[src/rtl/esm_pkg.sv]
`default_nettype none

package esm_pkg;

   // Default depth of the time stamp ring.
   localparam int DEFAULT_RING_DEPTH = 21;

   // Gaps longer than this clear the speed state.
   localparam logic [31:0] IDLE_LIMIT_MS = 32'd1000;

   localparam logic [15:0] SAT16 = 16'hFFFF;

   // Configuration port.
   localparam int CSR_INDEX_W = 3;
   localparam int CSR_DATA_W  = 16;

   localparam logic [CSR_INDEX_W-1:0] CSR_RING_WINDOW     = 3'd0;
   localparam logic [CSR_INDEX_W-1:0] CSR_TIMEOUT         = 3'd1;
   localparam logic [CSR_INDEX_W-1:0] CSR_SPEED_SCALE     = 3'd2;
   localparam logic [CSR_INDEX_W-1:0] CSR_MM_PER_COUNT    = 3'd3;
   localparam logic [CSR_INDEX_W-1:0] CSR_BRAKING_DIVISOR = 3'd4;

   localparam logic [7:0]  RESET_RING_WINDOW     = 8'd3;
   localparam logic [15:0] RESET_TIMEOUT         = 16'd200;
   localparam logic [15:0] RESET_SPEED_SCALE     = 16'd1100;
   localparam logic [7:0]  RESET_MM_PER_COUNT    = 8'd11;
   localparam logic [15:0] RESET_BRAKING_DIVISOR = 16'd70;

   // The divider produces sixteen quotient bits plus one overflow bit.
   localparam int DIV_STEPS  = 17;
   localparam int DIV_STEP_W = $clog2(DIV_STEPS);

   typedef struct packed {
      logic [31:0] now_ms;
      logic        edge_req;
      logic        clear_counts;
   } req_type;

   typedef struct packed {
      logic        edge_accepted;
      logic [15:0] speed_cm_s;
      logic [15:0] average_speed_cm_s;
      logic        average_full;
      logic [15:0] distance_mm;
      logic [15:0] braking_distance_mm;
      logic [15:0] total_count;
      logic [15:0] ride_count;
   } rsp_type;

   typedef struct packed {
      logic        start;
      logic [31:0] num;
      logic [31:0] den;
   } div_req_type;

   typedef struct packed {
      logic        done;
      logic [15:0] quotient;
   } div_rsp_type;

endpackage

`default_nettype wire

[src/rtl/encoder_speed_meter_unit.sv]
// Channel   Direction  Handshake              Payload
// req       in         req_valid / req_stall  esm_pkg::req_type  (time, edge, clear)
// rsp       out        rsp_valid / rsp_stall  esm_pkg::rsp_type  (speeds, distances, counts)
// csr       in         csr_we                 csr_index, csr_data (five registers)
//
// The block takes no new item until it is back in its idle state. It uses the shared
// divider, which yields one quotient bit per cycle and runs up to three times per item
// (average, speed, braking).
// Reset is synchronous and active high; it restores the register defaults and
// empties the time stamp ring, which needs no clearing pass.
// A stalled result sits in the output register; the next item may already be taken
// and worked on, and it waits in its final state until that register is free.
`default_nettype none

module encoder_speed_meter_unit #(
   parameter int RING_DEPTH = esm_pkg::DEFAULT_RING_DEPTH
) (
   input  wire logic                             clock,
   input  wire logic                             reset,
   input  wire logic                             req_valid,
   output logic                                  req_stall,
   input  wire esm_pkg::req_type                 req_data,
   output logic                                  rsp_valid,
   input  wire logic                             rsp_stall,
   output esm_pkg::rsp_type                      rsp_data,
   input  wire logic                             csr_we,
   input  wire logic [esm_pkg::CSR_INDEX_W-1:0]  csr_index,
   input  wire logic [esm_pkg::CSR_DATA_W-1:0]   csr_data
);

   localparam int IDX_W = $clog2(RING_DEPTH);
   localparam logic [IDX_W-1:0] LAST_IDX = IDX_W'(RING_DEPTH - 1);

   // Sequencer states.
   localparam logic [3:0] S_IDLE     = 4'd0;
   localparam logic [3:0] S_EDGE     = 4'd1;
   localparam logic [3:0] S_RD_A     = 4'd2;
   localparam logic [3:0] S_RD_B     = 4'd3;
   localparam logic [3:0] S_SPAN     = 4'd4;
   localparam logic [3:0] S_AVG      = 4'd5;
   localparam logic [3:0] S_AVG_WAIT = 4'd6;
   localparam logic [3:0] S_SPD      = 4'd7;
   localparam logic [3:0] S_SPD_WAIT = 4'd8;
   localparam logic [3:0] S_SQR      = 4'd9;
   localparam logic [3:0] S_BRK      = 4'd10;
   localparam logic [3:0] S_BRK_WAIT = 4'd11;
   localparam logic [3:0] S_DIST     = 4'd12;
   localparam logic [3:0] S_OUT      = 4'd13;

   logic [3:0]        state_ff, state_in;
   esm_pkg::req_type  item_ff, item_in;

   // Configuration registers.
   logic [7:0]  ring_window_ff, ring_window_in;
   logic [15:0] timeout_ff, timeout_in;
   logic [15:0] speed_scale_ff, speed_scale_in;
   logic [7:0]  mm_per_count_ff, mm_per_count_in;
   logic [15:0] braking_div_ff, braking_div_in;

   // Measurement state.
   logic [31:0]      last_edge_time_ff, last_edge_time_in;
   logic [15:0]      last_interval_ff, last_interval_in;
   logic [IDX_W-1:0] ring_index_ff, ring_index_in;
   logic             ring_full_ff, ring_full_in;
   logic [15:0]      count_total_ff, count_total_in;
   logic [15:0]      count_ride_ff, count_ride_in;
   logic             accepted_ff, accepted_in;

   // Working registers.
   logic [31:0] product_ff, product_in;
   logic [31:0] newest_ff, newest_in;
   logic [31:0] span_ff, span_in;
   logic [15:0] avg_ff, avg_in;
   logic [15:0] speed_ff, speed_in;
   logic [15:0] brake_ff, brake_in;

   logic             rsp_valid_ff, rsp_valid_in;
   esm_pkg::rsp_type rsp_data_ff, rsp_data_in;

   // Edge handling.
   logic [31:0]      gap;
   logic             edge_ok;
   logic             in_time;
   logic             idle_gap;
   logic [IDX_W-1:0] wr_idx;
   logic             wrap;
   logic [15:0]      total_base, ride_base;

   // Ring reads, multiplier and divider.
   logic [IDX_W-1:0] newest_addr, oldest_addr, rd_addr;
   logic [IDX_W-1:0] avg_factor;
   logic             avg_ok;
   logic [31:0]      rd_data;
   logic [15:0]      mul_a, mul_b;
   logic             out_load;
   logic [15:0]      brake_den;

   esm_pkg::div_req_type div_req;
   esm_pkg::div_rsp_type div_rsp;

   // Gaps are taken modulo 2^32, so a wrapped clock still gives the right gap.
   assign gap      = item_ff.now_ms - last_edge_time_ff;
   assign edge_ok  = item_ff.edge_req && (gap > {24'b0, ring_window_ff});
   assign in_time  = (gap < {16'b0, timeout_ff});
   // An accepted edge makes its own gap zero, so only a quiet item can go idle.
   assign idle_gap = !edge_ok && (gap > esm_pkg::IDLE_LIMIT_MS);
   // A gap at or beyond the timeout restarts the ring at slot zero.
   assign wr_idx   = in_time ? ring_index_ff : '0;
   assign wrap     = (wr_idx == LAST_IDX);

   assign total_base = item_ff.clear_counts ? 16'd0 : count_total_ff;
   assign ride_base  = item_ff.clear_counts ? 16'd0 : count_ride_ff;

   // The newest stamp sits just behind the write pointer. While the ring is
   // still filling the oldest is slot zero; once it has wrapped, the oldest
   // is the slot that the pointer will overwrite next.
   assign newest_addr = (ring_index_ff == '0) ? LAST_IDX : (ring_index_ff - 1'b1);
   assign oldest_addr = ring_full_ff ? ring_index_ff : '0;
   assign rd_addr     = (state_ff == S_RD_B) ? oldest_addr : newest_addr;
   assign avg_factor  = ring_full_ff ? LAST_IDX : (ring_index_ff - 1'b1);

   // A partial ring needs at least two stamps; an idle clear leaves it empty.
   assign avg_ok = (ring_full_ff || ({1'b0, ring_index_ff} >= (IDX_W + 1)'(2)))
                   && (span_ff != 32'd0);

   // A braking divisor of zero behaves as one.
   assign brake_den = (braking_div_ff == 16'd0) ? 16'd1 : braking_div_ff;

   // The single multiplier is shared by the average numerator, the speed
   // square and the distance, each in a state of its own.
   always_comb begin
      case (state_ff)
         S_RD_A: begin
            mul_a = speed_scale_ff;
            mul_b = 16'(avg_factor);
         end
         S_SQR: begin
            mul_a = speed_ff;
            mul_b = speed_ff;
         end
         default: begin
            mul_a = count_ride_ff;
            mul_b = {8'b0, mm_per_count_ff};
         end
      endcase
   end

   assign out_load = (state_ff == S_OUT) && (!rsp_valid_ff || !rsp_stall);

   always_comb begin
      state_in          = state_ff;
      item_in           = item_ff;
      last_edge_time_in = last_edge_time_ff;
      last_interval_in  = last_interval_ff;
      ring_index_in     = ring_index_ff;
      ring_full_in      = ring_full_ff;
      count_total_in    = count_total_ff;
      count_ride_in     = count_ride_ff;
      accepted_in       = accepted_ff;
      product_in        = product_ff;
      newest_in         = newest_ff;
      span_in           = span_ff;
      avg_in            = avg_ff;
      speed_in          = speed_ff;
      brake_in          = brake_ff;
      div_req.start     = 1'b0;
      div_req.num       = product_ff;
      div_req.den       = span_ff;

      case (state_ff)
         S_IDLE: begin
            if (req_valid) begin
               item_in  = req_data;
               state_in = S_EDGE;
            end
         end
         S_EDGE: begin
            // The count clear comes first, then the edge is filtered.
            count_total_in = total_base + 16'(edge_ok);
            count_ride_in  = ride_base + 16'(edge_ok);
            accepted_in    = edge_ok;
            if (edge_ok) begin
               last_edge_time_in = item_ff.now_ms;
               last_interval_in  = in_time ? gap[15:0] : 16'd0;
               ring_index_in     = wrap ? '0 : (wr_idx + 1'b1);
               ring_full_in      = wrap || (in_time && ring_full_ff);
            end else if (idle_gap) begin
               last_interval_in = 16'd0;
               ring_index_in    = '0;
               ring_full_in     = 1'b0;
            end
            state_in = S_RD_A;
         end
         S_RD_A: begin
            product_in = mul_a * mul_b;
            state_in   = S_RD_B;
         end
         S_RD_B: begin
            newest_in = rd_data;
            state_in  = S_SPAN;
         end
         S_SPAN: begin
            span_in  = newest_ff - rd_data;
            state_in = S_AVG;
         end
         S_AVG: begin
            if (avg_ok) begin
               div_req.start = 1'b1;
               state_in      = S_AVG_WAIT;
            end else begin
               avg_in   = 16'd0;
               state_in = S_SPD;
            end
         end
         S_AVG_WAIT: begin
            if (div_rsp.done) begin
               avg_in   = div_rsp.quotient;
               state_in = S_SPD;
            end
         end
         S_SPD: begin
            div_req.num = {16'b0, speed_scale_ff};
            div_req.den = {16'b0, last_interval_ff};
            if (last_interval_ff != 16'd0) begin
               div_req.start = 1'b1;
               state_in      = S_SPD_WAIT;
            end else begin
               speed_in = 16'd0;
               state_in = S_SQR;
            end
         end
         S_SPD_WAIT: begin
            if (div_rsp.done) begin
               speed_in = div_rsp.quotient;
               state_in = S_SQR;
            end
         end
         S_SQR: begin
            product_in = mul_a * mul_b;
            state_in   = S_BRK;
         end
         S_BRK: begin
            div_req.den = {16'b0, brake_den};
            if (speed_ff != 16'd0) begin
               div_req.start = 1'b1;
               state_in      = S_BRK_WAIT;
            end else begin
               brake_in = 16'd0;
               state_in = S_DIST;
            end
         end
         S_BRK_WAIT: begin
            if (div_rsp.done) begin
               brake_in = div_rsp.quotient;
               state_in = S_DIST;
            end
         end
         S_DIST: begin
            product_in = mul_a * mul_b;
            state_in   = S_OUT;
         end
         S_OUT: begin
            if (out_load) begin
               state_in = S_IDLE;
            end
         end
         default: begin
            state_in = S_IDLE;
         end
      endcase
   end

   // The output register frees itself on a transfer and is refilled from
   // the final state.
   always_comb begin
      rsp_valid_in = rsp_valid_ff;
      rsp_data_in  = rsp_data_ff;
      if (rsp_valid_ff && !rsp_stall) begin
         rsp_valid_in = 1'b0;
      end
      if (out_load) begin
         rsp_valid_in                    = 1'b1;
         rsp_data_in.edge_accepted       = accepted_ff;
         rsp_data_in.speed_cm_s          = speed_ff;
         rsp_data_in.average_speed_cm_s  = avg_ff;
         rsp_data_in.average_full        = ring_full_ff;
         rsp_data_in.distance_mm         = (product_ff[31:16] != 16'd0) ?
                                           esm_pkg::SAT16 : product_ff[15:0];
         rsp_data_in.braking_distance_mm = brake_ff;
         rsp_data_in.total_count         = count_total_ff;
         rsp_data_in.ride_count          = count_ride_ff;
      end
   end

   // Configuration writes land whenever the enable is high; unknown indexes
   // are dropped.
   always_comb begin
      ring_window_in  = ring_window_ff;
      timeout_in      = timeout_ff;
      speed_scale_in  = speed_scale_ff;
      mm_per_count_in = mm_per_count_ff;
      braking_div_in  = braking_div_ff;
      if (csr_we) begin
         case (csr_index)
            esm_pkg::CSR_RING_WINDOW:     ring_window_in  = csr_data[7:0];
            esm_pkg::CSR_TIMEOUT:         timeout_in      = csr_data;
            esm_pkg::CSR_SPEED_SCALE:     speed_scale_in  = csr_data;
            esm_pkg::CSR_MM_PER_COUNT:    mm_per_count_in = csr_data[7:0];
            esm_pkg::CSR_BRAKING_DIVISOR: braking_div_in  = csr_data;
            default: begin
            end
         endcase
      end
   end

   always_ff @(posedge clock) begin
      if (reset) begin
         state_ff          <= S_IDLE;
         rsp_valid_ff      <= 1'b0;
         ring_window_ff    <= esm_pkg::RESET_RING_WINDOW;
         timeout_ff        <= esm_pkg::RESET_TIMEOUT;
         speed_scale_ff    <= esm_pkg::RESET_SPEED_SCALE;
         mm_per_count_ff   <= esm_pkg::RESET_MM_PER_COUNT;
         braking_div_ff    <= esm_pkg::RESET_BRAKING_DIVISOR;
         last_edge_time_ff <= '0;
         last_interval_ff  <= '0;
         ring_index_ff     <= '0;
         ring_full_ff      <= 1'b0;
         count_total_ff    <= '0;
         count_ride_ff     <= '0;
         accepted_ff       <= 1'b0;
      end else begin
         state_ff          <= state_in;
         rsp_valid_ff      <= rsp_valid_in;
         ring_window_ff    <= ring_window_in;
         timeout_ff        <= timeout_in;
         speed_scale_ff    <= speed_scale_in;
         mm_per_count_ff   <= mm_per_count_in;
         braking_div_ff    <= braking_div_in;
         last_edge_time_ff <= last_edge_time_in;
         last_interval_ff  <= last_interval_in;
         ring_index_ff     <= ring_index_in;
         ring_full_ff      <= ring_full_in;
         count_total_ff    <= count_total_in;
         count_ride_ff     <= count_ride_in;
         accepted_ff       <= accepted_in;
      end
   end

   always_ff @(posedge clock) begin
      item_ff     <= item_in;
      product_ff  <= product_in;
      newest_ff   <= newest_in;
      span_ff     <= span_in;
      avg_ff      <= avg_in;
      speed_ff    <= speed_in;
      brake_ff    <= brake_in;
      rsp_data_ff <= rsp_data_in;
   end

   // Time stamp ring. Only slots written since the last restart are ever
   // read, so reset need not clear it.
   esm_ram #(
      .WIDTH  (32),
      .DEPTH  (RING_DEPTH),
      .ADDR_W (IDX_W)
   ) u_ring (
      .clock   (clock),
      .wr_en   ((state_ff == S_EDGE) && edge_ok),
      .wr_addr (wr_idx),
      .wr_data (item_ff.now_ms),
      .rd_addr (rd_addr),
      .rd_data (rd_data)
   );

   esm_divider u_divider (
      .clock   (clock),
      .reset   (reset),
      .div_req (div_req),
      .div_rsp (div_rsp)
   );

   assign req_stall = (state_ff != S_IDLE);
   assign rsp_valid = rsp_valid_ff;
   assign rsp_data  = rsp_data_ff;

   // The divider only reports a result while the sequencer waits for one.
   a_div_done_in_wait : assert property (@(posedge clock) disable iff (reset)
      div_rsp.done |-> ((state_ff == S_AVG_WAIT) || (state_ff == S_SPD_WAIT) ||
                        (state_ff == S_BRK_WAIT)))
      else $error("divider result arrived outside a wait state");

   // The write pointer never leaves the ring.
   a_ring_index_range : assert property (@(posedge clock) disable iff (reset)
      ring_index_ff <= LAST_IDX)
      else $error("ring index beyond ring depth");

   // After an accepted edge the ring holds at least one stamp.
   a_ring_not_empty : assert property (@(posedge clock) disable iff (reset)
      ((state_ff == S_RD_A) && accepted_ff) |-> (ring_full_ff || (ring_index_ff != '0)))
      else $error("accepted edge left the ring empty");

   // The divider never reports a result straight after a start.
   a_div_start_waits : assert property (@(posedge clock) disable iff (reset)
      div_req.start |=> !div_rsp.done)
      else $error("divider finished straight after a start");

endmodule

`default_nettype wire

[src/rtl/esm_ram.sv]
`default_nettype none

// Simple dual-port RAM: one write port, one read port with registered data.
module esm_ram #(
   parameter int WIDTH  = 32,
   parameter int DEPTH  = 21,
   parameter int ADDR_W = $clog2(DEPTH)
) (
   input  wire logic              clock,
   input  wire logic              wr_en,
   input  wire logic [ADDR_W-1:0] wr_addr,
   input  wire logic [WIDTH-1:0]  wr_data,
   input  wire logic [ADDR_W-1:0] rd_addr,
   output logic      [WIDTH-1:0]  rd_data
);

   logic [WIDTH-1:0] mem_ff [DEPTH];
   logic [WIDTH-1:0] rd_data_ff;

   always_ff @(posedge clock) begin
      if (wr_en) begin
         mem_ff[wr_addr] <= wr_data;
      end
      rd_data_ff <= mem_ff[rd_addr];
   end

   assign rd_data = rd_data_ff;

endmodule

`default_nettype wire

[src/rtl/esm_divider.sv]
`default_nettype none

// Restoring divider, one quotient bit per cycle. The first step tests the
// overflow bit; once it is set the result saturates to all ones.
module esm_divider (
   input  wire logic                clock,
   input  wire logic                reset,
   input  wire esm_pkg::div_req_type div_req,
   output esm_pkg::div_rsp_type      div_rsp
);

   localparam logic [esm_pkg::DIV_STEP_W-1:0] LAST_STEP =
      esm_pkg::DIV_STEP_W'(esm_pkg::DIV_STEPS - 1);

   logic                          busy_ff, busy_in;
   logic                          done_ff, done_in;
   logic [esm_pkg::DIV_STEP_W-1:0] step_ff, step_in;
   logic [31:0]                   rem_ff, rem_in;
   logic [47:0]                   dsh_ff, dsh_in;
   logic [16:0]                   quo_ff, quo_in;
   logic                          fits;

   assign fits = ({16'b0, rem_ff} >= dsh_ff);

   always_comb begin
      busy_in = busy_ff;
      done_in = 1'b0;
      step_in = step_ff;
      rem_in  = rem_ff;
      dsh_in  = dsh_ff;
      quo_in  = quo_ff;
      if (div_req.start) begin
         busy_in = 1'b1;
         step_in = '0;
         rem_in  = div_req.num;
         dsh_in  = {div_req.den, 16'b0};
         quo_in  = '0;
      end else if (busy_ff) begin
         rem_in  = fits ? (rem_ff - dsh_ff[31:0]) : rem_ff;
         quo_in  = {quo_ff[15:0], fits};
         dsh_in  = dsh_ff >> 1;
         step_in = step_ff + 1'b1;
         if (step_ff == LAST_STEP) begin
            busy_in = 1'b0;
            done_in = 1'b1;
         end
      end
   end

   always_ff @(posedge clock) begin
      if (reset) begin
         busy_ff <= 1'b0;
         done_ff <= 1'b0;
         step_ff <= '0;
      end else begin
         busy_ff <= busy_in;
         done_ff <= done_in;
         step_ff <= step_in;
      end
   end

   always_ff @(posedge clock) begin
      rem_ff <= rem_in;
      dsh_ff <= dsh_in;
      quo_ff <= quo_in;
   end

   assign div_rsp.done     = done_ff;
   assign div_rsp.quotient = quo_ff[16] ? esm_pkg::SAT16 : quo_ff[15:0];

endmodule

`default_nettype wire

[config.mk]
export PLATFORM = sky130hd
export DESIGN_NAME = encoder_speed_meter_unit
export DESIGN_NICKNAME = d
export VERILOG_FILES = /design/src/rtl/esm_pkg.sv /design/src/rtl/encoder_speed_meter_unit.sv /design/src/rtl/esm_ram.sv /design/src/rtl/esm_divider.sv
export SDC_FILE = /design/constraint.sdc
export NUM_CORES = 2
export LEC_CHECK = 0
export BUFFER_PORTS_ARGS = -buffer_cell sky130_fd_sc_hd__buf_2
export CAP_MARGIN = 25
export CORE_MARGIN = 2
export CORE_UTILIZATION = 65
export CTS_BUF_LIST = sky130_fd_sc_hd__clkbuf_8
export CTS_CLUSTER_SIZE = 8
export DETAILED_ROUTE_END_ITERATION = 7
export HOLD_SLACK_MARGIN = 0.15
export PLACE_DENSITY = 0.82
export SETUP_SLACK_MARGIN = 0.05
export SLEW_MARGIN = 0
export SYNTH_ARGS = -nofsm -noshare
export SYNTH_HDL_FRONTEND = slang
export SYNTH_HIERARCHICAL = 1
export SYNTH_SLANG_ARGS = --single-unit
export TNS_END_PERCENT = 100
[constraint.sdc]
create_clock -name clock -period 9.11 [get_ports clock]
set_input_delay 1.3665 -clock clock [delete_from_list [all_inputs] [get_ports clock]]
set_output_delay 1.3665 -clock clock [all_outputs]
set_load 0.03 [all_outputs]
==> key figures <==
Status
  – Status: completed

Worst setup path
  – Capturing point of the worst reg2reg path: product_ff[30]$_DFFE_PP_
  – Crit-path slowest cell: fa_1
  – R2R cell count: 29
  – Data arrival, critical path: 9.24 ns
  – Top cell by count, worst path: fa_1
  – CP Capture Type: flip-flop
  – CP peak stage delay: 0.54 ns
  – RR Startpoint: ring_index_ff[0]$_SDFFE_PP0P_
  – Critical Path Start: ring_index_ff[0]$_SDFFE_PP0P_
  – Crit path kind: flip-flop to flip-flop
  – Reg2Reg Setup Slack: 0.51 ns
  – Req. time, crit path: 9.74 ns
  – CP endpoint: product_ff[30]$_DFFE_PP_
  – CP Launch Type: flip-flop
  – Crit path max fanout: 16

Cells and area
  – Layout cell share with drive strength beyond 1: 12.87%
  – Area Overhead vs Synth: 9.670%
  – Nets: 5838
  – Filler cells: 6390
  – Post-route insts no fill: 6782

Place
  – Placed Instances: 6421
  – RePlAce Congestion: 1.014
  – Dpl hpwl: 111.7 mm
  – Port Buffers: 157

Die
  – Die Wd: 313.8 µm
  – Row Count: 113
  – Core footprint: 0.09501 mm²
  – Die Height: 313.8 µm
  – I/O pin cnt: 158
  – Die area: 0.09846 mm²
  – Initial Util: 65.66%

Synthesis
  – Most frequent cell after synthesis: edfxtp_1
  – Simple-gate share of the synthesized area: 10.92%
  – Ys async rst share: 0%
  – Syn avg cell area: 12.19 µm²
  – Post-synth top area share: 48.72%
  – Synth unique cells: 111
  – Prevailing post-synth register cell: edfxtp_1
  – XOR/XNOR share of the synthesized area: 1.685%
  – Leading post-synthesis cells by cell area: edfxtp_1 (49%), dfxtp_1 (7.3%), fa_1 (6.3%)
  – Post-Synth Adder-Cell Area: 10.97%
  – Number of flops mapped to enable cells by yosys: 1012
  – Synth Warn #: 6
  – Mapped Nets: 5604
  – Register bit total from synthesis: 1240
  – Sequential element share of the synthesized area: 56.03%
  – Mapped cell area: 0.06238 mm²
  – Compound-Gate Fraction of Synth Area: 8.940%
  – Post-synth top cells: edfxtp_1 (1012), nand2_1 (537), inv_1 (431), nor2_1 (363), mux2i_1 (320)
  – Post-synth top area cell: edfxtp_1
  – Syn Inst Count: 5118
  – Largest family of logic cells by synthesized area: adder cells
  – Multiplexer share of the synthesized area: 6.940%

Timing
  – Max Freq: 116.2 MHz
  – Final Cycle Share: 94.45%
  – Final setup TNS: 0 ns
  – Worst Skew: 0.07061 ns
  – Final hold viol count: 0
  – RSZ-0062 raised after global routing: false
  – Least-Margin Pin Slew: 1.138 ns
  – Slew headroom: 24.13%
  – Final setup fails: 0
  – Max-slew violation count: 0
  – Min Tclk post-route: 8.605 ns

GRT
  – Pin count of the biggest net entering global routing: 119
  – Total routing usage reported by global routing: 33.68%
  – Grt total ovfl: 0
  – Vias in the first global route: 41730
  – First-pass GRT wire length: 248.9 mm
  – Initial antenna violation count: 3

Job
  – Max-cap violation count: 0

Clocking
  – CTS tree: done
  – Post-CTS Resized: 0
  – CTS Buffer Depth: 3
  – # Post-CTS Setup Buffers: 0
  – H-tree depth: 4
  – Clk Latency, worst-skew pair: 0.93 ns
  – CTS buffer count: 192
  – Hold-fix buffers, CTS: 0
  – Clock slew at reported path FFs: 0.07 ns
  – Root Buffer: clkbuf_8
  – Clock net sink count: 1240

Drt
  – Drt wl/cell: 24.34 µm
  – Drt drc: 0
  – Antenna Nets Post-Route: 0
  – DR vias/cell: 6.226
  – Drt first pass iters: 6
  – Via count: 42220
  – Routed WL: 165.1 mm
  – Initial DRC Count: 4396

Power
  – Worst VDD drop: 224.0 µV
  – Flop pwr share: 44.4%
  – Comb pwr share: 27.7%
  – Pwr Density: 231.0 mW/mm²
  – P_sw: 0.005306 W
  – Net Sw Frac: 33.58%
  – Leak Pwr: 26.00 nW
  – Internal power: 0.01050 W
  – Clk pwr share: 28.0%

Worst hold path
  – Hold depth: 0
  – Hold WC Path Type: flip-flop to flip-flop
-- how the worst min path moves through the flow --
stage / to / slack (ns) / start
finish: newest_ff[7]$_DFFE_PP_ / 0.41 / u_ring/rd_data[7]$_DFF_P_
global route: rsp_data[34]$_DFFE_PP_ / 0.42 / brake_ff[2]$_SDFFCE_PP0P_
CTS: newest_ff[23]$_DFFE_PP_ / 0.42 / u_ring/rd_data[23]$_DFF_P_
detailed placement: rsp_data[34]$_DFFE_PP_ / 0.40 / brake_ff[2]$_SDFFCE_PP0P_
global placement: rsp_data[45]$_DFFE_PP_ / 0.40 / brake_ff[13]$_SDFFCE_PP0P_
floorplan: rsp_data[32]$_DFFE_PP_ / 0.40 / brake_ff[0]$_SDFFCE_PP0P_
-- worst max-delay path, delay by kind of cell, from the launching register on --
family	cells	cell delay [ns]
buffers and inverters	6	0.65
and+or+nand+nor	5	1.48
xor gates and xnor gates	1	0.08
AOI/OAI and AO/OA	9	1.97
adders and majority gates	8	3.70
DFF	1	0.44
-- cell type report --
| cell class | instances | area, µm² | area share, % |
|---|---|---|---|
| antenna | 7 | 17.52 | 0.02560 |
| clock buffer | 209 | 2877 | 4.205 |
| clock inverter | 143 | 788.3 | 1.152 |
| inverter | 434 | 1629 | 2.381 |
| multi-input combinational | 3213 | 24910 | 36.41 |
| sequential | 1240 | 34950 | 51.09 |
| tap | 1265 | 1583 | 2.314 |
| timing repair buffer | 271 | 1654 | 2.418 |
-- cells in the final DEF, fill, tap and decap left out, types with 35 or more instances in the layout --
| cell type | instances |
|---|---|
| edfxtp_1 | 1012 |
| inv_1 | 537 |
| nand2_1 | 536 |
| nor2_1 | 339 |
| mux2i_1 | 320 |
| ha_1 | 231 |
| dfxtp_1 | 227 |
| a21oi_1 | 212 |
| clkbuf_8 | 209 |
| fa_1 | 197 |
| nand3_1 | 166 |
| buf_2 | 157 |
| a22oi_1 | 115 |
| o21ai_0 | 113 |
| buf_4 | 113 |
| and3_1 | 83 |
| xnor2_1 | 81 |
| a21o_1 | 58 |
| and2_1 | 45 |
| or2_2 | 44 |
| nor3_1 | 42 |
| xor2_1 | 39 |
| a22o_1 | 37 |
| mux2_2 | 35 |
-- sequential cells by signal, indices dropped and copies added, names as in the netlist, 17 cells and up --
signal and cells:
u_ring/mem_ff 672, rsp_data 98, u_divider/dsh_ff 48, item_ff 34, last_edge_time_ff 32, newest_ff 32, product_ff 32, span_ff 32
u_divider/rem_ff 32, u_ring/rd_data 32, u_divider/quo_ff 17
-- cell families (layout without fill, tap and decap cells) --
kind of cell / count (synthesis) / count (layout)
adders and majority gates: 429 / 429
and+or+nand+nor: 1471 / 1471
DFF: 1240 / 1240
buffers and inverters: 665 / 1057
other: 0 / 7
xor gates and xnor gates: 120 / 120
muxes: 388 / 388
AOI/OAI and AO/OA: 805 / 805
-- power groups by stage --
stage          sequential (W)  clock (W)  combinational (W)
2_1_floorplan         0.00702          0            0.00306
3_3_place_gp          0.00710          0            0.00417
3_5_place_dp          0.00712          0            0.00427
4_1_cts               0.00701    0.00448            0.00431
5_1_grt               0.00704    0.00473            0.00474
6_report              0.00701    0.00442            0.00438
-- per-stage QoR --
step / hold WS (ns) / instance area (µm²) / total power, W / util [%] / worst slack, ns
floorplan: 0.4003 / 62380 / 0.01008 / - / 0.7481
global placement: 0.4016 / 64700 / 0.01128 / 68.10 / 0.7005
detailed placement: 0.4045 / 64720 / 0.01140 / 68.11 / 0.5739
CTS: 0.4155 / 68380 / 0.01579 / 71.97 / 0.5421
global route: 0.4186 / 68410 / 0.01651 / 72.00 / 0.1084
finish: 0.4128 / 68410 / 0.01580 / 72.01 / 0.5054
-- metal layers --
metal  share of wire, %  GRT usage, %
met5                  0             0
met4                5.7         18.50
met3                8.1         5.779
met2                 48         55.31
met1                 38         42.94
(Power assumes the default switching activity.)
